`config.mk`:
```
export PLATFORM = sky130hd
export DESIGN_NAME = round_robin_task_scheduler
export DESIGN_NICKNAME = d
export VERILOG_FILES = /design/src/rtl/rrts_pkg.sv /design/src/rtl/round_robin_task_scheduler.sv /design/src/rtl/rrts_ram.sv /design/src/rtl/rrts_useq.sv
export SDC_FILE = /design/constraint.sdc
export NUM_CORES = 1
export LEC_CHECK = 0
export ABC_AREA = 1
export BUFFER_PORTS_ARGS = -buffer_cell sky130_fd_sc_hd__buf_4
export CORE_MARGIN = 5
export CORE_UTILIZATION = 50
export CTS_CLUSTER_DIAMETER = 50
export DETAILED_ROUTE_END_ITERATION = 8
export GPL_ROUTABILITY_DRIVEN = 0
export HOLD_SLACK_MARGIN = 0.08
export PLACE_DENSITY = 0.77
export SKIP_CTS_REPAIR_TIMING = 1
export SYNTH_ARGS = -nofsm -noshare
export SYNTH_HDL_FRONTEND = slang
export SYNTH_SLANG_ARGS = --single-unit
```
`constraint.sdc`:
```
create_clock -name clk_i -period 2.86 [get_ports clk_i]
set_input_delay 0.143 -clock clk_i [delete_from_list [all_inputs] [get_ports clk_i]]
set_output_delay 0.143 -clock clk_i [all_outputs]
set_load 0.03 [all_outputs]
```
`src/rtl/rrts_pkg.sv`:
```
// Shared types for the round-robin task scheduler: commands, task states,
// the micro-op and branch codes, the control word and the microprogram ROM.
// No dependencies.
package rrts_pkg;

  typedef enum logic [2:0] {
    CMD_CREATE   = 3'd0,
    CMD_SCHEDULE = 3'd1,
    CMD_BLOCK    = 3'd2,
    CMD_UNBLOCK  = 3'd3,
    CMD_EXIT     = 3'd4,
    CMD_LOCK     = 3'd5,
    CMD_UNLOCK   = 3'd6,
    CMD_QUERY    = 3'd7
  } rrts_cmd_e;

  typedef enum logic [1:0] {
    ST_READY   = 2'd0,
    ST_RUNNING = 2'd1,
    ST_BLOCKED = 2'd2,
    ST_DEAD    = 2'd3
  } rrts_tstate_e;

  typedef enum logic [4:0] {
    OP_NOP,
    OP_CREATE,
    OP_FAIL,
    OP_RD_TID,
    OP_WR_TID_READY,
    OP_LATCH_Q,
    OP_LOCK,
    OP_UNLOCK,
    OP_WR_RUN_DEAD,
    OP_WR_TID_BLOCK,
    OP_SCAN_INIT,
    OP_RD_CAND,
    OP_SCAN_NEXT,
    OP_EMIT,
    OP_RD_RUN,
    OP_WR_RUN_READY,
    OP_SWITCH
  } rrts_op_e;

  typedef enum logic [3:0] {
    C_ALWAYS,
    C_NEVER,
    C_IN_VALID,
    C_FULL,
    C_NOT_RANGE,
    C_NOT_BLOCKED,
    C_NOT_CUR,
    C_NO_RESCHED,
    C_RUNNABLE,
    C_NOT_LAST,
    C_OUT_FREE,
    C_NOT_RUNNING
  } rrts_cond_e;

  typedef logic [4:0] rrts_upc_t;

  // microprogram step addresses
  localparam rrts_upc_t U_FETCH = 5'd0;
  localparam rrts_upc_t U_CR0   = 5'd1;
  localparam rrts_upc_t U_CR1   = 5'd2;
  localparam rrts_upc_t U_FAIL  = 5'd3;
  localparam rrts_upc_t U_UB0   = 5'd4;
  localparam rrts_upc_t U_UB1   = 5'd5;
  localparam rrts_upc_t U_UB2   = 5'd6;
  localparam rrts_upc_t U_QY0   = 5'd7;
  localparam rrts_upc_t U_QY1   = 5'd8;
  localparam rrts_upc_t U_LK    = 5'd9;
  localparam rrts_upc_t U_UL    = 5'd10;
  localparam rrts_upc_t U_EX0   = 5'd11;
  localparam rrts_upc_t U_BK0   = 5'd12;
  localparam rrts_upc_t U_BK1   = 5'd13;
  localparam rrts_upc_t U_RS0   = 5'd14;
  localparam rrts_upc_t U_RS1   = 5'd15;
  localparam rrts_upc_t U_RS2   = 5'd16;
  localparam rrts_upc_t U_RS3   = 5'd17;
  localparam rrts_upc_t U_EMIT  = 5'd18;
  localparam rrts_upc_t U_SW0   = 5'd19;
  localparam rrts_upc_t U_SW1   = 5'd20;
  localparam rrts_upc_t U_SW2   = 5'd21;
  localparam rrts_upc_t U_SW3   = 5'd22;

  // Branch taken: go to target (or dispatch on the command). Not taken:
  // hold in place or fall through to the next step.
  typedef struct packed {
    logic       accept;
    rrts_op_e   op;
    rrts_cond_e cond;
    logic       dispatch;
    logic       hold;
    rrts_upc_t  target;
  } rrts_uword_t;

  typedef struct packed {
    logic      in_valid;
    rrts_cmd_e cmd;
    logic      full;
    logic      not_range;
    logic      not_blocked;
    logic      not_cur;
    logic      no_resched;
    logic      runnable;
    logic      not_last;
    logic      out_free;
    logic      not_running;
  } rrts_flags_t;

  function automatic rrts_uword_t rrts_uw(input rrts_op_e op, input rrts_cond_e cond,
                                          input rrts_upc_t tgt);
    rrts_uword_t w;
    w.accept   = 1'b0;
    w.op       = op;
    w.cond     = cond;
    w.dispatch = 1'b0;
    w.hold     = 1'b0;
    w.target   = tgt;
    return w;
  endfunction

  function automatic rrts_uword_t rrts_urom(input rrts_upc_t a);
    rrts_uword_t w;
    unique case (a)
      U_FETCH: begin
        w          = rrts_uw(OP_NOP, C_IN_VALID, U_FETCH);
        w.accept   = 1'b1;
        w.dispatch = 1'b1;
        w.hold     = 1'b1;
      end
      U_CR0:   w = rrts_uw(OP_NOP,          C_FULL,        U_FAIL);
      U_CR1:   w = rrts_uw(OP_CREATE,       C_ALWAYS,      U_EMIT);
      U_FAIL:  w = rrts_uw(OP_FAIL,         C_ALWAYS,      U_EMIT);
      U_UB0:   w = rrts_uw(OP_RD_TID,       C_NOT_RANGE,   U_FAIL);
      U_UB1:   w = rrts_uw(OP_NOP,          C_NOT_BLOCKED, U_EMIT);
      U_UB2:   w = rrts_uw(OP_WR_TID_READY, C_ALWAYS,      U_EMIT);
      U_QY0:   w = rrts_uw(OP_RD_TID,       C_NOT_RANGE,   U_FAIL);
      U_QY1:   w = rrts_uw(OP_LATCH_Q,      C_ALWAYS,      U_EMIT);
      U_LK:    w = rrts_uw(OP_LOCK,         C_ALWAYS,      U_EMIT);
      U_UL:    w = rrts_uw(OP_UNLOCK,       C_ALWAYS,      U_EMIT);
      U_EX0:   w = rrts_uw(OP_WR_RUN_DEAD,  C_ALWAYS,      U_RS0);
      U_BK0:   w = rrts_uw(OP_NOP,          C_NOT_RANGE,   U_FAIL);
      U_BK1:   w = rrts_uw(OP_WR_TID_BLOCK, C_NOT_CUR,     U_EMIT);
      U_RS0:   w = rrts_uw(OP_SCAN_INIT,    C_NO_RESCHED,  U_EMIT);
      U_RS1:   w = rrts_uw(OP_RD_CAND,      C_NEVER,       U_FETCH);
      U_RS2:   w = rrts_uw(OP_NOP,          C_RUNNABLE,    U_SW0);
      U_RS3:   w = rrts_uw(OP_SCAN_NEXT,    C_NOT_LAST,    U_RS1);
      U_EMIT: begin
        w      = rrts_uw(OP_EMIT, C_OUT_FREE, U_FETCH);
        w.hold = 1'b1;
      end
      U_SW0:   w = rrts_uw(OP_RD_RUN,       C_NEVER,       U_FETCH);
      U_SW1:   w = rrts_uw(OP_NOP,          C_NOT_RUNNING, U_SW3);
      U_SW2:   w = rrts_uw(OP_WR_RUN_READY, C_NEVER,       U_FETCH);
      U_SW3:   w = rrts_uw(OP_SWITCH,       C_ALWAYS,      U_EMIT);
      default: w = rrts_uw(OP_NOP,          C_ALWAYS,      U_FETCH);
    endcase
    return w;
  endfunction

  function automatic rrts_upc_t rrts_dispatch(input rrts_cmd_e cmd);
    rrts_upc_t a;
    unique case (cmd)
      CMD_CREATE:   a = U_CR0;
      CMD_SCHEDULE: a = U_RS0;
      CMD_BLOCK:    a = U_BK0;
      CMD_UNBLOCK:  a = U_UB0;
      CMD_EXIT:     a = U_EX0;
      CMD_LOCK:     a = U_LK;
      CMD_UNLOCK:   a = U_UL;
      CMD_QUERY:    a = U_QY0;
      default:      a = U_FETCH;
    endcase
    return a;
  endfunction

endpackage

```
`src/rtl/round_robin_task_scheduler.sv`:
```
// Round-robin task scheduler: a task state table with create, schedule,
// block, unblock, exit, lock, unlock and query commands, one result word per
// command word. Control runs from a microcode ROM (rrts_useq) over a datapath
// whose task table sits in one RAM (rrts_ram) with a single registered read
// port. A command word runs through its microcode steps before its result
// word is loaded into the output register; where it reschedules, the scan
// steps through the slots in turn, each with a RAM read, a check and an
// advance. The output load waits while an earlier result word is stalled.
// The next command word is taken in the cycle after the result word is
// loaded, even while that word still waits at the output. No clearing pass
// after reset: slots at or above the task count are never used, and slot 0
// reads as running until first written.
module round_robin_task_scheduler import rrts_pkg::*; #(
  parameter int TASK_SLOTS = 16
) (
  input  logic       clk_i,
  input  logic       rst_ni,
  input  logic       in_valid_i,
  output logic       in_stall_o,
  input  logic [2:0] command_i,
  input  logic [3:0] task_id_i,
  output logic       out_valid_o,
  input  logic       out_stall_i,
  output logic [3:0] run_task_o,
  output logic [4:0] task_total_o,
  output logic [3:0] new_task_id_o,
  output logic       switched_o,
  output logic [1:0] queried_state_o,
  output logic       failed_o
);

  localparam int IDX_W = $clog2(TASK_SLOTS);
  localparam int CNT_W = $clog2(TASK_SLOTS + 1);

  rrts_uword_t ctrl;
  rrts_flags_t flags;

  logic [CNT_W-1:0] count_q;
  logic [IDX_W-1:0] run_q;
  logic             locked_q;
  logic             slot0_init_q;
  logic             out_valid_q;

  logic [3:0]       tid_q;
  logic [IDX_W-1:0] cand_q;
  logic [CNT_W-1:0] scan_i_q;
  logic             rd_zero_q;
  logic             sw_q;
  logic             fail_q;
  logic [3:0]       newid_q;
  logic [1:0]       qstate_q;

  logic [3:0] cur_out_q;
  logic [4:0] total_out_q;
  logic [3:0] newid_out_q;
  logic       sw_out_q;
  logic [1:0] qstate_out_q;
  logic       fail_out_q;

  logic             ram_we;
  logic [IDX_W-1:0] ram_waddr;
  logic [1:0]       ram_wdata;
  logic             ram_re;
  logic [IDX_W-1:0] ram_raddr;
  logic [1:0]       ram_rdata;

  logic             in_accept;
  logic             out_free;
  logic             emit_load;
  logic [IDX_W-1:0] tid_idx;
  logic [CNT_W-1:0] run_inc;
  logic [CNT_W-1:0] cand_inc;
  logic [IDX_W-1:0] cand_init;
  logic [IDX_W-1:0] cand_next;
  logic [31:0]      count_ext;
  logic [31:0]      run_ext;
  logic [31:0]      tid_ext;
  rrts_tstate_e     st_rd;

  assign in_stall_o = !ctrl.accept;
  assign in_accept  = in_valid_i && ctrl.accept;
  assign out_free   = !out_valid_q || !out_stall_i;
  assign emit_load  = (ctrl.op == OP_EMIT) && out_free;

  assign count_ext = 32'(count_q);
  assign run_ext   = 32'(run_q);
  assign tid_ext   = 32'(tid_q);
  assign tid_idx   = IDX_W'(tid_q);

  assign run_inc   = CNT_W'(run_q) + CNT_W'(1);
  assign cand_inc  = CNT_W'(cand_q) + CNT_W'(1);
  assign cand_init = (run_inc == count_q) ? '0 : run_inc[IDX_W-1:0];
  assign cand_next = (cand_inc == count_q) ? '0 : cand_inc[IDX_W-1:0];

  // slot 0 holds "running" from reset until its first write
  assign st_rd = rrts_tstate_e'(rd_zero_q ? ST_RUNNING : ram_rdata);

  always_comb begin
    flags.in_valid    = in_valid_i;
    flags.cmd         = rrts_cmd_e'(command_i);
    flags.full        = count_q >= CNT_W'(TASK_SLOTS);
    flags.not_range   = !(tid_ext < count_ext);
    flags.not_blocked = st_rd != ST_BLOCKED;
    flags.not_cur     = tid_ext != run_ext;
    flags.no_resched  = locked_q || (count_q < CNT_W'(2));
    flags.runnable    = (st_rd == ST_READY) || (st_rd == ST_RUNNING);
    flags.not_last    = scan_i_q != (count_q - CNT_W'(1));
    flags.out_free    = out_free;
    flags.not_running = st_rd != ST_RUNNING;
  end

  rrts_useq u_useq (
    .clk_i   (clk_i),
    .rst_ni  (rst_ni),
    .flags_i (flags),
    .ctrl_o  (ctrl)
  );

  always_comb begin
    ram_we    = 1'b0;
    ram_waddr = '0;
    ram_wdata = ST_READY;
    ram_re    = 1'b0;
    ram_raddr = '0;
    unique case (ctrl.op)
      OP_CREATE: begin
        ram_we    = 1'b1;
        ram_waddr = count_q[IDX_W-1:0];
        ram_wdata = ST_READY;
      end
      OP_WR_TID_READY: begin
        ram_we    = 1'b1;
        ram_waddr = tid_idx;
        ram_wdata = ST_READY;
      end
      OP_WR_TID_BLOCK: begin
        ram_we    = 1'b1;
        ram_waddr = tid_idx;
        ram_wdata = ST_BLOCKED;
      end
      OP_WR_RUN_DEAD: begin
        ram_we    = 1'b1;
        ram_waddr = run_q;
        ram_wdata = ST_DEAD;
      end
      OP_WR_RUN_READY: begin
        ram_we    = 1'b1;
        ram_waddr = run_q;
        ram_wdata = ST_READY;
      end
      OP_SWITCH: begin
        ram_we    = 1'b1;
        ram_waddr = cand_q;
        ram_wdata = ST_RUNNING;
      end
      OP_RD_TID: begin
        ram_re    = 1'b1;
        ram_raddr = tid_idx;
      end
      OP_RD_CAND: begin
        ram_re    = 1'b1;
        ram_raddr = cand_q;
      end
      OP_RD_RUN: begin
        ram_re    = 1'b1;
        ram_raddr = run_q;
      end
      default: begin
      end
    endcase
  end

  rrts_ram #(
    .WIDTH (2),
    .DEPTH (TASK_SLOTS)
  ) u_task_ram (
    .clk_i   (clk_i),
    .we_i    (ram_we),
    .waddr_i (ram_waddr),
    .wdata_i (ram_wdata),
    .re_i    (ram_re),
    .raddr_i (ram_raddr),
    .rdata_o (ram_rdata)
  );

  always_ff @(posedge clk_i or negedge rst_ni) begin
    if (!rst_ni) begin
      count_q      <= CNT_W'(1);
      run_q        <= '0;
      locked_q     <= 1'b0;
      slot0_init_q <= 1'b1;
      out_valid_q  <= 1'b0;
    end else begin
      if (ctrl.op == OP_CREATE) begin
        count_q <= count_q + CNT_W'(1);
      end
      if (ctrl.op == OP_SWITCH) begin
        run_q <= cand_q;
      end
      if (ctrl.op == OP_LOCK) begin
        locked_q <= 1'b1;
      end
      if (ctrl.op == OP_UNLOCK) begin
        locked_q <= 1'b0;
      end
      if (ram_we && (ram_waddr == '0)) begin
        slot0_init_q <= 1'b0;
      end
      if (emit_load) begin
        out_valid_q <= 1'b1;
      end else if (!out_stall_i) begin
        out_valid_q <= 1'b0;
      end
    end
  end

  always_ff @(posedge clk_i) begin
    if (in_accept) begin
      tid_q    <= task_id_i;
      sw_q     <= 1'b0;
      fail_q   <= 1'b0;
      newid_q  <= '0;
      qstate_q <= '0;
    end
    if (ram_re) begin
      rd_zero_q <= (ram_raddr == '0) && slot0_init_q;
    end
    unique case (ctrl.op)
      OP_CREATE:    newid_q  <= count_ext[3:0];
      OP_FAIL:      fail_q   <= 1'b1;
      OP_LATCH_Q:   qstate_q <= st_rd;
      OP_SWITCH:    sw_q     <= 1'b1;
      OP_SCAN_INIT: begin
        cand_q   <= cand_init;
        scan_i_q <= CNT_W'(1);
      end
      OP_SCAN_NEXT: begin
        cand_q   <= cand_next;
        scan_i_q <= scan_i_q + CNT_W'(1);
      end
      default: begin
      end
    endcase
    if (emit_load) begin
      cur_out_q    <= run_ext[3:0];
      total_out_q  <= count_ext[4:0];
      newid_out_q  <= newid_q;
      sw_out_q     <= sw_q;
      qstate_out_q <= qstate_q;
      fail_out_q   <= fail_q;
    end
  end

  assign out_valid_o     = out_valid_q;
  assign run_task_o      = cur_out_q;
  assign task_total_o    = total_out_q;
  assign new_task_id_o   = newid_out_q;
  assign switched_o      = sw_out_q;
  assign queried_state_o = qstate_out_q;
  assign failed_o        = fail_out_q;

  // running slot always lies inside the created range
  assert property (@(posedge clk_i) disable iff (!rst_ni) run_ext < count_ext)
    else $error("running slot outside task count");

  // task count only ever steps up by one
  assert property (@(posedge clk_i) disable iff (!rst_ni)
    !$stable(count_q) |-> count_q == CNT_W'($past(count_q) + CNT_W'(1)))
    else $error("task count changed by other than one");

  // a switch always moves to a different slot
  assert property (@(posedge clk_i) disable iff (!rst_ni)
    (ctrl.op == OP_SWITCH) |-> (cand_q != run_q))
    else $error("switch to the running slot");

  // one command word at a time
  assert property (@(posedge clk_i) disable iff (!rst_ni) in_accept |=> in_stall_o)
    else $error("second word accepted while busy");

endmodule

```
`src/rtl/rrts_ram.sv`:
```
// Generic single-write, single-read RAM with a registered read port.
// No dependencies.
module rrts_ram #(
  parameter int WIDTH = 2,
  parameter int DEPTH = 16
) (
  input  logic                     clk_i,
  input  logic                     we_i,
  input  logic [$clog2(DEPTH)-1:0] waddr_i,
  input  logic [WIDTH-1:0]         wdata_i,
  input  logic                     re_i,
  input  logic [$clog2(DEPTH)-1:0] raddr_i,
  output logic [WIDTH-1:0]         rdata_o
);

  logic [WIDTH-1:0] mem [DEPTH];

  always_ff @(posedge clk_i) begin
    if (we_i) begin
      mem[waddr_i] <= wdata_i;
    end
    if (re_i) begin
      rdata_o <= mem[raddr_i];
    end
  end

endmodule

```
`src/rtl/rrts_useq.sv`:
```
// Microcode sequencer: step counter, control ROM lookup and branch logic.
// Depends on rrts_pkg.
module rrts_useq import rrts_pkg::*; (
  input  logic        clk_i,
  input  logic        rst_ni,
  input  rrts_flags_t flags_i,
  output rrts_uword_t ctrl_o
);

  rrts_upc_t upc_q, upc_d;
  logic      take;

  assign ctrl_o = rrts_urom(upc_q);

  always_comb begin
    unique case (ctrl_o.cond)
      C_ALWAYS:      take = 1'b1;
      C_NEVER:       take = 1'b0;
      C_IN_VALID:    take = flags_i.in_valid;
      C_FULL:        take = flags_i.full;
      C_NOT_RANGE:   take = flags_i.not_range;
      C_NOT_BLOCKED: take = flags_i.not_blocked;
      C_NOT_CUR:     take = flags_i.not_cur;
      C_NO_RESCHED:  take = flags_i.no_resched;
      C_RUNNABLE:    take = flags_i.runnable;
      C_NOT_LAST:    take = flags_i.not_last;
      C_OUT_FREE:    take = flags_i.out_free;
      C_NOT_RUNNING: take = flags_i.not_running;
      default:       take = 1'b0;
    endcase
  end

  always_comb begin
    priority if (take && ctrl_o.dispatch) begin
      upc_d = rrts_dispatch(flags_i.cmd);
    end else if (take) begin
      upc_d = ctrl_o.target;
    end else if (ctrl_o.hold) begin
      upc_d = upc_q;
    end else begin
      upc_d = upc_q + 5'd1;
    end
  end

  always_ff @(posedge clk_i or negedge rst_ni) begin
    if (!rst_ni) begin
      upc_q <= U_FETCH;
    end else begin
      upc_q <= upc_d;
    end
  end

endmodule
```
==> reports/qor.yml <==
yosys:
  synth.distinct_cells: 43
  async_flop_share_pct: 18.9
  yosysTopAreaCell: "edfxtp_1"
  synth_edf_count: 71
  synth_xor_area_share_pct: 4.71
  synth-simple-area-share_pct: 27.5
  synth_area_leaders: "edfxtp_1 40%, nand2_1 9.3%, dfrtp_1 7.0%, nand3_1 5.9%, inv_1 5.7%"
  synthMuxAreaShare_pct: 0
  synthCells: 625
  yosys_warnings: 0
  synth_seq_cells: 90
  ys.flop_type: "edfxtp_1"
  ys_seq_area_share_pct: 48.2
  yosys.area_share.adder_pct: 5.11
  avgSynthCellArea_um2: 8.62
  synth.net_count: 658
  synthesis.area_mm2: 0.00539
  yosys.area.top_type_share_pct: 39.6
  synth_top_family_by_area: "simple AND/OR/NAND/NOR gates"
  synth-compound-area-share_pct: 6.34
critical_path:
  crit_required_ns: 2.94
  reg2reg_depth: 15
  reg2reg_slack_ns: 0.05
  crit_fanout: 7
  cp.arrival_ns: 2.88
  start_kind: "flop"
  rr_endpoint: "u_task_ram.mem[15][1]$_DFFE_PP_"
  crit_path_end_kind: "flop"
  reg2reg_from: "u_useq.upc_q[0]$_DFFE_PN0P_"
  path_class: "flop to flop"
timing:
  fin_crit_sh_pct: 98.1
  tightest_slew_ns: 0.446
  hold_viol: 0
  fmax_mhz: 356
  setup-violations-final: 0
  maxSlewHeadroom_pct: 70.2
  finalClockSkew_ns: 0.0120
  whs_ns: 0.203
  final-max-slew-violation-count: 0
  timing.final.ws_setup_ns: 0.0548
  setup_tns_ns: 0
  period_needed_ns: 2.81
power:
  p_clk_share_pct: 14.5
  intPower_uw: 4130
  cellLeakagePower_uw: 0.00293
  peakVddDrop_mv: 0.686
  swShare_pct: 47.8
  p_per_area_mw_per_mm2: 1230
  comb_power_share_pct: 56.8
  p_switching_uw: 3790
  seqPwrFrac_pct: 28.7
route:
  drtPass1Iterations: 5
  routed_via_density: 5.52
  post_drt_wl_per_cell_um: 15.9
  wl_met2_um: 6330
  wl_met3_um: 937
  met1_length_um: 5550
  drc_errors: 0
  top_layer_used: "met4"
  wirelength_um: 13100
  ant_nets: 0
  via_count: 4552
  first_iter_violations: 475
die:
  core_area_mm2: 0.0107
  core.rowCount: 38
  die_h_um: 114
  die_w_um: 114
  pin_count: 30
  initial_core_util_pct: 50.4
  die-area_mm2: 0.0130
grt:
  antenna_found_initial: 0
  first_global_vias: 4295
  grt_overflow: 0
  groute.usage.overall_pct: 19.9
  grt_max_degree: 18
  grt_pass1_wl_um: 20500
finish:
  fill_cells: 844
  fin_util_pct: 60.3
  synthToLayoutAreaGrowth_pct: 19.6
  most-common-layout-cells: "121 x nand2_1, 80 x inv_1, 71 x edfxtp_1"
  final_common_cell: "nand2_1"
  layout-drive-gt1-share_pct: 21.2
  diodes: 0
  nets: 713
min_path:
  hold_path.class: "input port to async pin"
placement:
  port_buffers: 29
  dp_hpwl_um: 9260
  preCtsSetupSlack_ns: 0.0317
clock_network:
  cts_sinks: 90
  cts_tree: "yes"
  clockRootBuffer: "clkbuf_8"
  cts_htree_levels: 3
  insertion_delay_ns: 0.37
  ctsLongestPathBuffers: 2
  path_clk_slew_ns: 0.10
  numCtsBuffers: 9
flow_run:
  maxCapViolations: 0
run_status:
  status: "finished, final reports clean"
## final cells by class
type / instances / area, um^2 / share of cell area (%)
Sequential cell: 90 / 2600 / 40.3
Inverter: 95 / 359 / 5.57
Multi-Input combinational cell: 427 / 2590 / 40.2
Clock buffer: 9 / 124 / 1.92
Tap cell: 140 / 175 / 2.72
Timing Repair Buffer: 57 / 450 / 6.98
Clock inverter: 7 / 148 / 2.29
## metal layers
metal  track usage, %  vias to the layer above
li1                 -                     2184
met1             27.2                     2125
met2             31.6                      212
met3             3.93                       31
met4             7.44                        0
met5                0                        -
## worst max-delay path, stage by stage, from the launching register on
cell	delay, ns
dfrtp_1	0.42
buf_6	0.15
ha_2	0.19
ha_1	0.19
nand3b_1	0.17
nand3_2	0.10
nand2_4	0.10
inv_2	0.08
nand2_2	0.08
nor3_4	0.33
nand2_1	0.14
nand3_2	0.12
a21oi_4	0.06
inv_2	0.14
nand2_4	0.11
nor2_4	0.14
## worst max path at each step
| stage | startpoint | endpoint | slack [ns] |
|---|---|---|---|
| after detailed placement | u_useq.upc_q[1]$_DFFE_PN0P_ | u_task_ram.mem[2][1]$_DFFE_PP_ | 0.03 |
| final | u_useq.upc_q[0]$_DFFE_PN0P_ | u_task_ram.mem[15][1]$_DFFE_PP_ | 0.05 |
| after CTS | u_useq.upc_q[1]$_DFFE_PN0P_ | u_task_ram.mem[2][0]$_DFFE_PP_ | -0.01 |
| after global placement | u_useq.upc_q[1]$_DFFE_PN0P_ | u_task_ram.mem[2][1]$_DFFE_PP_ | 0.15 |
| after floorplan | u_useq.upc_q[0]$_DFFE_PN0P_ | cand_q[0]$_DFFE_PP_ | 0.10 |
| after global routing | u_useq.upc_q[0]$_DFFE_PN0P_ | u_task_ram.mem[10][1]$_DFFE_PP_ | -0.11 |
## cells in the mapped netlist (2+ instances only)
master    instances
nand2_4           2
o21bai_1          2
edfxtp_1         71
nand4_2           3
nand4_1          19
inv_1            82
o21ai_0          20
buf_6             3
dfxtp_1           2
inv_2            10
xnor2_1           9
buf_2             6
nand3_2           5
ha_1             22
dfrtp_1          15
clkbuf_1          3
a21oi_1          12
nand2_1         134
a2111o_1          2
nand2_2           4
clkinv_1          3
o21ai_1           2
nand3_1          64
nor2_2            9
nor2_1           68
o22ai_1           5
a31oi_1           2
o211ai_1          6
xor2_1           20
dfstp_2           2
nor3_1            4
nand3b_1          3
## registers in the layout (all words and copies together), names as in the netlist, 2 cells and up
name / flops
run_q: 4
cand_q: 4
scan_i_q: 5
task_total_o: 5
u_task_ram.rdata_o: 2
new_task_id_o: 4
queried_state_o: 2
u_task_ram.mem: 32
count_q: 5
qstate_q: 2
tid_idx: 4
u_useq.upc_q: 5
run_task_o: 4
newid_q: 4
## power by group through the flow
stage	sequential, uW	combinational (uW)	clock (uW)
finish	2270	4500	1150
global route	2300	4930	1220
CTS	2250	3780	1160
detailed placement	2280	3740	0
global placement	2270	3640	0
floorplan	2260	2810	0
## stage by stage
step                total power [uW]  cells  instance area (um^2)
global placement                5910    796                  5820
finish                          7920    825                  6450
detailed placement              6020    796                  5820
CTS                             7190    812                  6090
global route                    8460    825                  6450
floorplan                       5070    625                  5390
## kinds of logic after synthesis
logic type	after synthesis
compound gates	56
xor+xnor	29
fa+ha+maj	22
buf+inv	108
flops	90
simple gates	320
Note: power is estimated with default switching activity, not from simulation.
